[config.mk]
export PLATFORM = sky130hd
export DESIGN_NAME = restoring_divider
export DESIGN_NICKNAME = d
export VERILOG_FILES = /design/src/sv/rdiv_pkg.sv /design/src/sv/restoring_divider.sv /design/src/sv/rdiv_ctrl.sv /design/src/sv/rdiv_datapath.sv
export SDC_FILE = /design/constraint.sdc
export NUM_CORES = 1
export LEC_CHECK = 0
export BUFFER_PORTS_ARGS = -buffer_cell sky130_fd_sc_hd__buf_4
export CAP_MARGIN = 25
export CORE_UTILIZATION = 30
export CTS_BUF_LIST = sky130_fd_sc_hd__clkbuf_16
export CTS_CLUSTER_DIAMETER = 30
export DETAILED_ROUTE_END_ITERATION = 8
export PLACE_DENSITY = 0.5
export SETUP_SLACK_MARGIN = 0.05
export SYNTH_ARGS = -nofsm -noshare
export SYNTH_HDL_FRONTEND = slang
export SYNTH_SLANG_ARGS = --single-unit
[constraint.sdc]
create_clock -name clock -period 2.7 [get_ports clock]
set_clock_uncertainty 0.05 [all_clocks]
set_input_delay 0.54 -clock clock [delete_from_list [all_inputs] [get_ports clock]]
set_output_delay 0.54 -clock clock [all_outputs]
set_load 0.02 [all_outputs]
[src/sv/rdiv_pkg.sv]
// Shared types and constants for the restoring divider.
// No dependencies; used by rdiv_ctrl, rdiv_datapath and restoring_divider.
package rdiv_pkg;

   // Fixed port widths
   localparam int OPERAND_W = 16;
   localparam int ACTIVE_W  = 5;

   // Reset value of the operand width register
   localparam logic [ACTIVE_W-1:0] ACTIVE_BITS_RESET = 5'd16;

   // Commands from the controller to the datapath
   typedef struct packed {
      logic load;
      logic step;
   } rdiv_cmd_type;

   // Status from the datapath to the controller
   typedef struct packed {
      logic divisor_zero;
      logic last_step;
   } rdiv_status_type;

endpackage

[src/sv/restoring_divider.sv]
// Top level of the unsigned restoring divider.
// Instantiates rdiv_ctrl and rdiv_datapath; depends on rdiv_pkg.
//
// Unsigned restoring divider, one quotient bit per clock. An item is taken
// when start is high and busy is low; dividend and divisor are cut to n bits,
// where n is csr_write_data as last written (reset 16), with 0 read as 1 and
// values above MAX_BITS read as MAX_BITS. The result shows on the rsp_ ports
// for one cycle, marked by rsp_strobe, once the shift-and-subtract loop has
// produced all n quotient bits, one step per cycle through a single
// subtractor. A zero divisor skips the loop and reports in the next cycle,
// with rsp_divide_by_zero set, an all-ones n-bit quotient and the cut
// dividend as remainder; busy then never rises. Otherwise busy falls in the
// strobe cycle, so the next item can be taken at the edge that ends it. The
// receiver cannot stall the block; it must capture the result while
// rsp_strobe is high. Write the width register only while idle.
module restoring_divider #(
   parameter int MAX_BITS = 16
) (
   input  logic                           clock,
   input  logic                           reset,
   input  logic                           start,
   output logic                           busy,
   input  logic [rdiv_pkg::OPERAND_W-1:0] req_dividend,
   input  logic [rdiv_pkg::OPERAND_W-1:0] req_divisor,
   output logic                           rsp_strobe,
   output logic [rdiv_pkg::OPERAND_W-1:0] rsp_quotient,
   output logic [rdiv_pkg::OPERAND_W-1:0] rsp_remainder,
   output logic                           rsp_divide_by_zero,
   input  logic                           csr_write_enable,
   input  logic [rdiv_pkg::ACTIVE_W-1:0]  csr_write_data
);
   import rdiv_pkg::*;

   rdiv_cmd_type    cmd;
   rdiv_status_type status;

   // Sequence the load and the bit steps
   rdiv_ctrl u_ctrl (
      .clock      (clock),
      .reset      (reset),
      .start      (start),
      .status     (status),
      .cmd        (cmd),
      .busy       (busy),
      .rsp_strobe (rsp_strobe)
   );

   // Hold operands and run the shift-and-subtract steps
   rdiv_datapath #(
      .MAX_BITS (MAX_BITS)
   ) u_datapath (
      .clock              (clock),
      .reset              (reset),
      .cmd                (cmd),
      .status             (status),
      .csr_write_enable   (csr_write_enable),
      .csr_write_data     (csr_write_data),
      .req_dividend       (req_dividend),
      .req_divisor        (req_divisor),
      .rsp_quotient       (rsp_quotient),
      .rsp_remainder      (rsp_remainder),
      .rsp_divide_by_zero (rsp_divide_by_zero)
   );

endmodule

[src/sv/rdiv_ctrl.sv]
// Controller state machine of the restoring divider.
// Depends on rdiv_pkg for the command and status structs.
module rdiv_ctrl (
   input  logic                     clock,
   input  logic                     reset,
   input  logic                     start,
   input  rdiv_pkg::rdiv_status_type status,
   output rdiv_pkg::rdiv_cmd_type    cmd,
   output logic                     busy,
   output logic                     rsp_strobe
);
   import rdiv_pkg::*;

   typedef enum logic {
      IDLE,
      RUN
   } state_type;

   state_type state_ff, state_in;
   logic      strobe_ff, strobe_in;

   // Decode next state and datapath commands
   always_comb begin
      state_in  = state_ff;
      strobe_in = 1'b0;
      cmd       = '0;
      unique case (state_ff)
         IDLE: begin
            if (start) begin
               cmd.load = 1'b1;
               if (status.divisor_zero) begin
                  strobe_in = 1'b1;
               end else begin
                  state_in = RUN;
               end
            end
         end
         RUN: begin
            cmd.step = 1'b1;
            if (status.last_step) begin
               strobe_in = 1'b1;
               state_in  = IDLE;
            end
         end
         default: begin
            state_in = IDLE;
         end
      endcase
   end

   // Hold state and the result strobe
   always_ff @(posedge clock) begin
      if (reset) begin
         state_ff  <= IDLE;
         strobe_ff <= 1'b0;
      end else begin
         state_ff  <= state_in;
         strobe_ff <= strobe_in;
      end
   end

   assign busy       = (state_ff == RUN);
   assign rsp_strobe = strobe_ff;

endmodule

[src/sv/rdiv_datapath.sv]
// Datapath of the restoring divider: width register, operand registers,
// partial remainder, quotient shifter and step counter. Depends on rdiv_pkg.
module rdiv_datapath #(
   parameter int MAX_BITS = 16
) (
   input  logic                                clock,
   input  logic                                reset,
   input  rdiv_pkg::rdiv_cmd_type               cmd,
   output rdiv_pkg::rdiv_status_type            status,
   input  logic                                csr_write_enable,
   input  logic [rdiv_pkg::ACTIVE_W-1:0]       csr_write_data,
   input  logic [rdiv_pkg::OPERAND_W-1:0]      req_dividend,
   input  logic [rdiv_pkg::OPERAND_W-1:0]      req_divisor,
   output logic [rdiv_pkg::OPERAND_W-1:0]      rsp_quotient,
   output logic [rdiv_pkg::OPERAND_W-1:0]      rsp_remainder,
   output logic                                rsp_divide_by_zero
);
   import rdiv_pkg::*;

   localparam int W     = MAX_BITS;
   localparam int CNT_W = $clog2(MAX_BITS + 1);

   logic [ACTIVE_W-1:0] active_bits_ff;
   logic [ACTIVE_W:0]   width_wide;
   logic [CNT_W-1:0]    width;
   logic [W-1:0]        mask;
   logic [W-1:0]        dvd_masked;
   logic [W-1:0]        dvs_masked;

   logic [W:0]          rem_ff, rem_in;
   logic [W-1:0]        quo_ff, quo_in;
   logic [W-1:0]        dvd_ff, dvd_in;
   logic [W-1:0]        dvs_ff, dvs_in;
   logic [CNT_W-1:0]    count_ff, count_in;
   logic                dz_ff, dz_in;

   logic [W:0]          shifted;
   logic [W+1:0]        diff;

   // Hold the operand width register
   always_ff @(posedge clock) begin
      if (reset) begin
         active_bits_ff <= ACTIVE_BITS_RESET;
      end else if (csr_write_enable) begin
         active_bits_ff <= csr_write_data;
      end
   end

   // Clamp the width to 1..MAX_BITS and build the operand mask
   always_comb begin
      if (active_bits_ff == '0) begin
         width_wide = (ACTIVE_W + 1)'(1);
      end else if ({1'b0, active_bits_ff} > (ACTIVE_W + 1)'(MAX_BITS)) begin
         width_wide = (ACTIVE_W + 1)'(MAX_BITS);
      end else begin
         width_wide = {1'b0, active_bits_ff};
      end
      width      = CNT_W'(width_wide);
      mask       = ~({W{1'b1}} << width);
      dvd_masked = W'(req_dividend) & mask;
      dvs_masked = W'(req_divisor) & mask;
   end

   // Trial subtraction of one restoring step
   assign shifted = {rem_ff[W-1:0], dvd_ff[W-1]};
   assign diff    = {1'b0, shifted} - {2'b00, dvs_ff};

   // Load operands or advance one quotient bit
   always_comb begin
      rem_in   = rem_ff;
      quo_in   = quo_ff;
      dvd_in   = dvd_ff;
      dvs_in   = dvs_ff;
      count_in = count_ff;
      dz_in    = dz_ff;
      if (cmd.load) begin
         dvs_in   = dvs_masked;
         dvd_in   = dvd_masked << (CNT_W'(W) - width);
         count_in = width;
         if (dvs_masked == '0) begin
            dz_in  = 1'b1;
            rem_in = {1'b0, dvd_masked};
            quo_in = mask;
         end else begin
            dz_in  = 1'b0;
            rem_in = '0;
            quo_in = '0;
         end
      end else if (cmd.step) begin
         dvd_in   = dvd_ff << 1;
         count_in = count_ff - CNT_W'(1);
         if (diff[W+1]) begin
            rem_in = shifted;
            quo_in = {quo_ff[W-2:0], 1'b0};
         end else begin
            rem_in = diff[W:0];
            quo_in = {quo_ff[W-2:0], 1'b1};
         end
      end
   end

   // Hold the working registers
   always_ff @(posedge clock) begin
      if (reset) begin
         count_ff <= '0;
         dz_ff    <= 1'b0;
         rem_ff   <= '0;
         quo_ff   <= '0;
         dvd_ff   <= '0;
         dvs_ff   <= '0;
      end else begin
         count_ff <= count_in;
         dz_ff    <= dz_in;
         rem_ff   <= rem_in;
         quo_ff   <= quo_in;
         dvd_ff   <= dvd_in;
         dvs_ff   <= dvs_in;
      end
   end

   assign status.divisor_zero = (dvs_masked == '0);
   assign status.last_step    = (count_ff == CNT_W'(1));

   assign rsp_quotient       = OPERAND_W'(quo_ff);
   assign rsp_remainder      = OPERAND_W'(rem_ff);
   assign rsp_divide_by_zero = dz_ff;

endmodule
==> reports/qor.yml, run 1 <==
synthDistinctLibCells: 69
grt_overflow: 0
wl_mm: 19.5
final_core_util_pct: 42.0
rrSetupSlack_ns: 0.08
cts_hold_buffers: 0
insertedDiodeCount: 0
max-slew-margin-rel_pct: 44.0
drv_cap: 0
finalSetupViolCount: 0
total_power_mw: 6.35
core_area_um2: 16600
r2r_start: "u_datapath.active_bits_ff[3]"
yosysMostFrequentCell: "dfxtp_1"
whs_ns: 0.356
netlist_top_cells_area: "dfxtp_1 (30%), mux2i_1 (7.0%), ha_1 (5.4%), nor2_1 (4.5%), a21oi_1 (4.3%)"
fin_crit_ns: 2.62
fin_crit_sh_pct: 97.0
status: "finished, final reports clean"
dpl_cell_area_um2: 6260
route.detailed.drc: 0
netlist_area_um2: 5140
syn-num-nets: 701
pin_count: 76
cts_max_level: 3
power.density_nw_per_um2: 909
worstReg2RegEnd: "u_datapath.dvd_ff[7]"
hpwlAfterDp_mm: 14.5
worstRegToRegCells: 14
synth_enable_flop_cells: 0
layout.cells.non_filler: 974
grt_usage_pct: 21.9
synth_flop_cell: "dfxtp_1"
grt_max_degree: 36
critPathLaunchType: "register"
die_area_um2: 17600
seq_area_frac_synth_pct: 30.0
nets: 813
drv_slew: 0
drt-pass1-iter-count: 5
crit_fanout: 4
cts_buffers: 9
cts_sinks: 77
synthCells: 637
syn_area_per_cell_um2: 8.06
layout-drive-gt1-share_pct: 31.3
cp_data_arrival_time_ns: 2.80
rsz0062_at_grt: "yes"
finalWorstSetupSlack_ns: 0.0807
wl_per_cell_um: 20.0
cts_tree: "built"
cts_buffer_depth: 2
finalHoldViolCount: 0
hp-class: "input pin to register"
grt_first_pass_wirelength_mm: 29.7
synth-seq-cells: 77
die_h_um: 133
synth_async_sr_flop_share_pct: 0
dieWidth_um: 133
min_delay_path_depth: 2
via_count: 5508
ir_drop_mv: 0.540
drt.antenna.violating_nets: 0
holdPathEnd: "u_datapath.active_bits_ff[4]"
synth_common_cells: "dfxtp_1 (77), nor2_1 (62), a21oi_1 (44), nand2_1 (43), mux2i_1 (36)"
fin_setup_tns_ns: 0
end_kind: "register"
tightest_slew_ns: 0.839
insertion_delay_ns: 0.35
rows: 47
min_from: "csr_write_data[4]"
post-place-cells: 938
max_freq_mhz: 382
gp_congestion: 0.902
power.leakage_nw: 3.01
routed_via_density: 5.66
first_iter_violations: 447
cts-root-buf: "clkbuf_16"
syn2layout_area_growth_pct: 35.9
clkSlewWorstSetupHoldPaths_ns: 0.07
worstSetupPathType: "register to register"
antenna_found_initial: 0
yosysWarnings: 0
synth_top_area_cell: "dfxtp_1"
stdcell_area_um2: 6980
start_util_pct: 30.9
synth_top_area_share_pct: 30.0
cp_data_required_time_ns: 2.89
grt_pass1_vias: 5266
portBuffers: 75
place_ws_ns: -0.224
==> worst max-delay path, cell delays in order (launching register included) <==
cell	delay [ns]
dfxtp_2	0.35
nor3_4	0.05
o21ba_4	0.24
inv_8	0.05
ha_4	0.15
inv_4	0.04
ha_4	0.17
or3_4	0.44
nand2_4	0.10
mux2i_2	0.08
mux2i_2	0.24
mux2i_4	0.12
buf_6	0.13
a221oi_2	0.20
nor2_1	0.07
==> report_power, final <==
part,internal [mW],total [mW],switching (mW)
sequential,1.28,1.41,0.131
combinational,1.80,3.68,1.88
clock,0.720,1.26,0.544
total,3.80,6.35,2.55
==> cells by family (layout without fill, tap and decap cells) <==
family,after synthesis,after routing,share of synthesized area [%]
flip-flops,77,77,30.0
adder cells (fa/ha/maj),23,23,5.75
buffers and inverters,77,194,6.58
XOR/XNOR,11,11,1.88
AO/OA/AOI/OAI,188,188,25.4
multiplexers,42,42,9.21
AND/OR/NAND/NOR,219,219,21.1
==> what timing repair did <==
item	4_1_cts	5_1_grt
buffers inserted	8	10
setup endpoints to repair	12	33
gates resized for setup	8	47
gates cloned	0	2
pin swaps	4	21
==> state kept, by name, indices dropped and copies added, names as in the netlist <==
| signal | count |
|---|---|
| u_datapath.rem_ff | 16 |
| u_ctrl.rsp_strobe | 1 |
| u_datapath.dvs_ff | 16 |
| u_ctrl.busy | 1 |
| u_datapath.dvd_ff | 16 |
| u_datapath.active_bits_ff | 5 |
| u_datapath.rsp_divide_by_zero | 1 |
| u_datapath.rsp_quotient | 16 |
| u_datapath.count_ff | 5 |
==> cell usage in the layout (no fill, tap or decap), types with 6 or more instances in the layout <==
cell and instances:
a21o_1 8, a21oi_1 42, a221oi_1 12, a221oi_2 8
a32oi_1 13, and3_1 30, buf_4 140, clkbuf_16 10
dfxtp_1 72, ha_1 16, ha_4 6, inv_1 27
mux2i_1 31, nand2_1 39, nand2b_1 9, nand3_1 23
nor2_1 61, nor2b_1 8, nor3_1 11, o21ai_0 24
o22ai_1 12, or2_2 6, xnor2_1 9
==> metal layers <==
layer / track usage (%) / share of wire (%) / up-vias
li1: - / - / 2584
met1: 30.0 / 45 / 2680
met2: 34.2 / 46 / 214
met3: 3.41 / 6.6 / 30
met4: 8.81 / 2.3 / 0
met5: 0 / 0 / -
==> worst max path at each step <==
stage	startpoint	to	slack [ns]	cells past startpoint
after global routing	u_datapath.active_bits_ff[2]	u_datapath.dvd_ff[7]	-0.01	14
final	u_datapath.active_bits_ff[3]	u_datapath.dvd_ff[7]	0.08	14
after detailed placement	u_datapath.active_bits_ff[1]	u_datapath.dvd_ff[15]	-0.22	11
after global placement	u_datapath.active_bits_ff[1]	u_datapath.dvd_ff[15]	-0.19	11
after CTS	u_datapath.active_bits_ff[1]	u_datapath.dvd_ff[15]	0.02	11
after floorplan	u_datapath.active_bits_ff[2]	u_datapath.rem_ff[1]	0.03	17
==> cell type report <==
type,instances,area (um2)
multi-input combinational,483,3540
fill,1677,9660
clock buffer,9,225
inverter,29,119
clock inverter,7,75.1
timing repair buffer,149,1190
tap,220,275
sequential,77,1550
(Power assumes the default switching activity.)
==> inputs of run 2 (changes only) <==
CORE_MARGIN = 5   (was not set)
==> reports/qor.yml, run 2 (synthesized netlist as in run 1, its figures left out) <==
status: "finished, final reports clean"
cts-root-buf: "clkbuf_16"
pin_count: 76
tightest_slew_ns: 0.581
cp_data_required_time_ns: 2.89
fin_setup_tns_ns: 0
portBuffers: 75
fin_crit_ns: 2.59
first_iter_violations: 503
crit_family: "simple AND/OR/NAND/NOR gates"
gp_congestion: 0.896
start_util_pct: 30.8
grt_overflow: 0
total_power_mw: 6.12
critical_path.slowest_cell: "or3_4"
route.detailed.drc: 0
final_cell_mix: "buf_4 (136), dfxtp_1 (74), nor2_1 (62)"
whs_ns: 0.349
via_count: 5442
wl_per_cell_um: 20.3
layout-drive-gt1-share_pct: 27.5
finalHoldViolCount: 0
wl_mm: 19.7
clkSlewWorstSetupHoldPaths_ns: 0.06
die_h_um: 141
rows: 47
fin_crit_sh_pct: 95.8
insertion_delay_ns: 0.35
final_common_cell: "buf_4"
insertedDiodeCount: 0
path_buf_inv: 1
crit_fanout: 4
grt_pass1_vias: 5349
core_area_um2: 16700
max_freq_mhz: 387
grt_first_pass_wirelength_mm: 30.3
routed_via_density: 5.63
dieWidth_um: 141
cp_data_arrival_time_ns: 2.78
cts_max_level: 3
hp-class: "input pin to register"
ir_drop_mv: 0.457
hpwlAfterDp_mm: 14.9
syn2layout_area_growth_pct: 31.1
end_kind: "register"
finalSetupViolCount: 0
power.density_nw_per_um2: 909
drt.antenna.violating_nets: 0
cts_tree: "built"
max-slew-margin-rel_pct: 61.2
nets: 806
cts_buffer_depth: 2
crit_chain: "inv_1 -> ha_1 -> and2_4 -> a21o_1 -> a22o_1 -> or3_4 -> nand4_1 -> or3b_1 -> a221o_1"
drv_cap: 0
rsz0062_at_grt: "yes"
drv_slew: 0
power.leakage_nw: 2.93
die_area_um2: 19800
cts_buffers: 9
drt-pass1-iter-count: 6
grt_max_degree: 39
worstSetupPathType: "register to register"
grt_usage_pct: 19.5
critPathLaunchType: "register"
critical-path-max-stage-delay_ns: 0.39
cts_sinks: 77
antenna_found_initial: 0
run 2: cell count changes in the layout (fill, tap and decap cells not counted), sizes merged:
cell / change
clkinvlp: -3
clkinv: +2
buf: -7
bufinv: -1
inv: +1
run 2: routing by layer:
layer	track usage [%]	vias to the layer above	share of wire (%)
met5	0	-	0
met4	7.19	0	2.5
met3	2.88	29	5.4
met2	30.8	205	46
met1	26.9	2634	46
li1	-	2574	-
run 2: where the power goes:
group          switching, mW  internal, mW  leakage (nW)
sequential             0.120          1.28         0.629
combinational           1.91          1.74          2.17
clock                  0.476         0.599         0.130
total                   2.51          3.61          2.93
run 2: cell type report:
class | instances | area (um2)
well taps | 220 | 275
flip-flops and latches | 77 | 1550
clock buffers | 9 | 225
fillers | 1750 | 9970
multi-input cells | 483 | 3420
clock inverters | 6 | 23.8
inverters | 29 | 116
repair buffers | 142 | 1130
run 2: final timing paths:
kind | from | endpoint | slack (ns) | cells past startpoint
setup / recovery | u_datapath.dvs_ff[7] | u_datapath.rem_ff[14] | 0.11 | 9
hold / removal | csr_write_data[4] | u_datapath.active_bits_ff[4] | 0.35 | 2
setup reg to reg | u_datapath.dvs_ff[7] | u_datapath.rem_ff[14] | 0.11 | 9
hold reg to reg | u_datapath.dvs_ff[5] | u_datapath.dvs_ff[5] | 0.40 | 2
run 2: timing repair:
item	4_1_cts	5_1_grt
gates resized for setup	4	25
hold endpoints to repair	0	0
cloned	0	1
hold buffers	0	0
setup endpoints to repair	5	26
buffers inserted	0	5
pin swaps	0	10
run 2: per-stage QoR:
stage	area [um2]	setup slack, ns	utilization, %	instances
6_report	6730	0.114	40.3	966
5_1_grt	6730	0.0303	40.3	966
4_1_cts	6570	0.0431	39.4	960
3_5_place_dp	6300	-0.0283	37.7	945
3_3_place_gp	6300	0.00975	37.7	945
2_1_floorplan	5240	0.0330	-	637
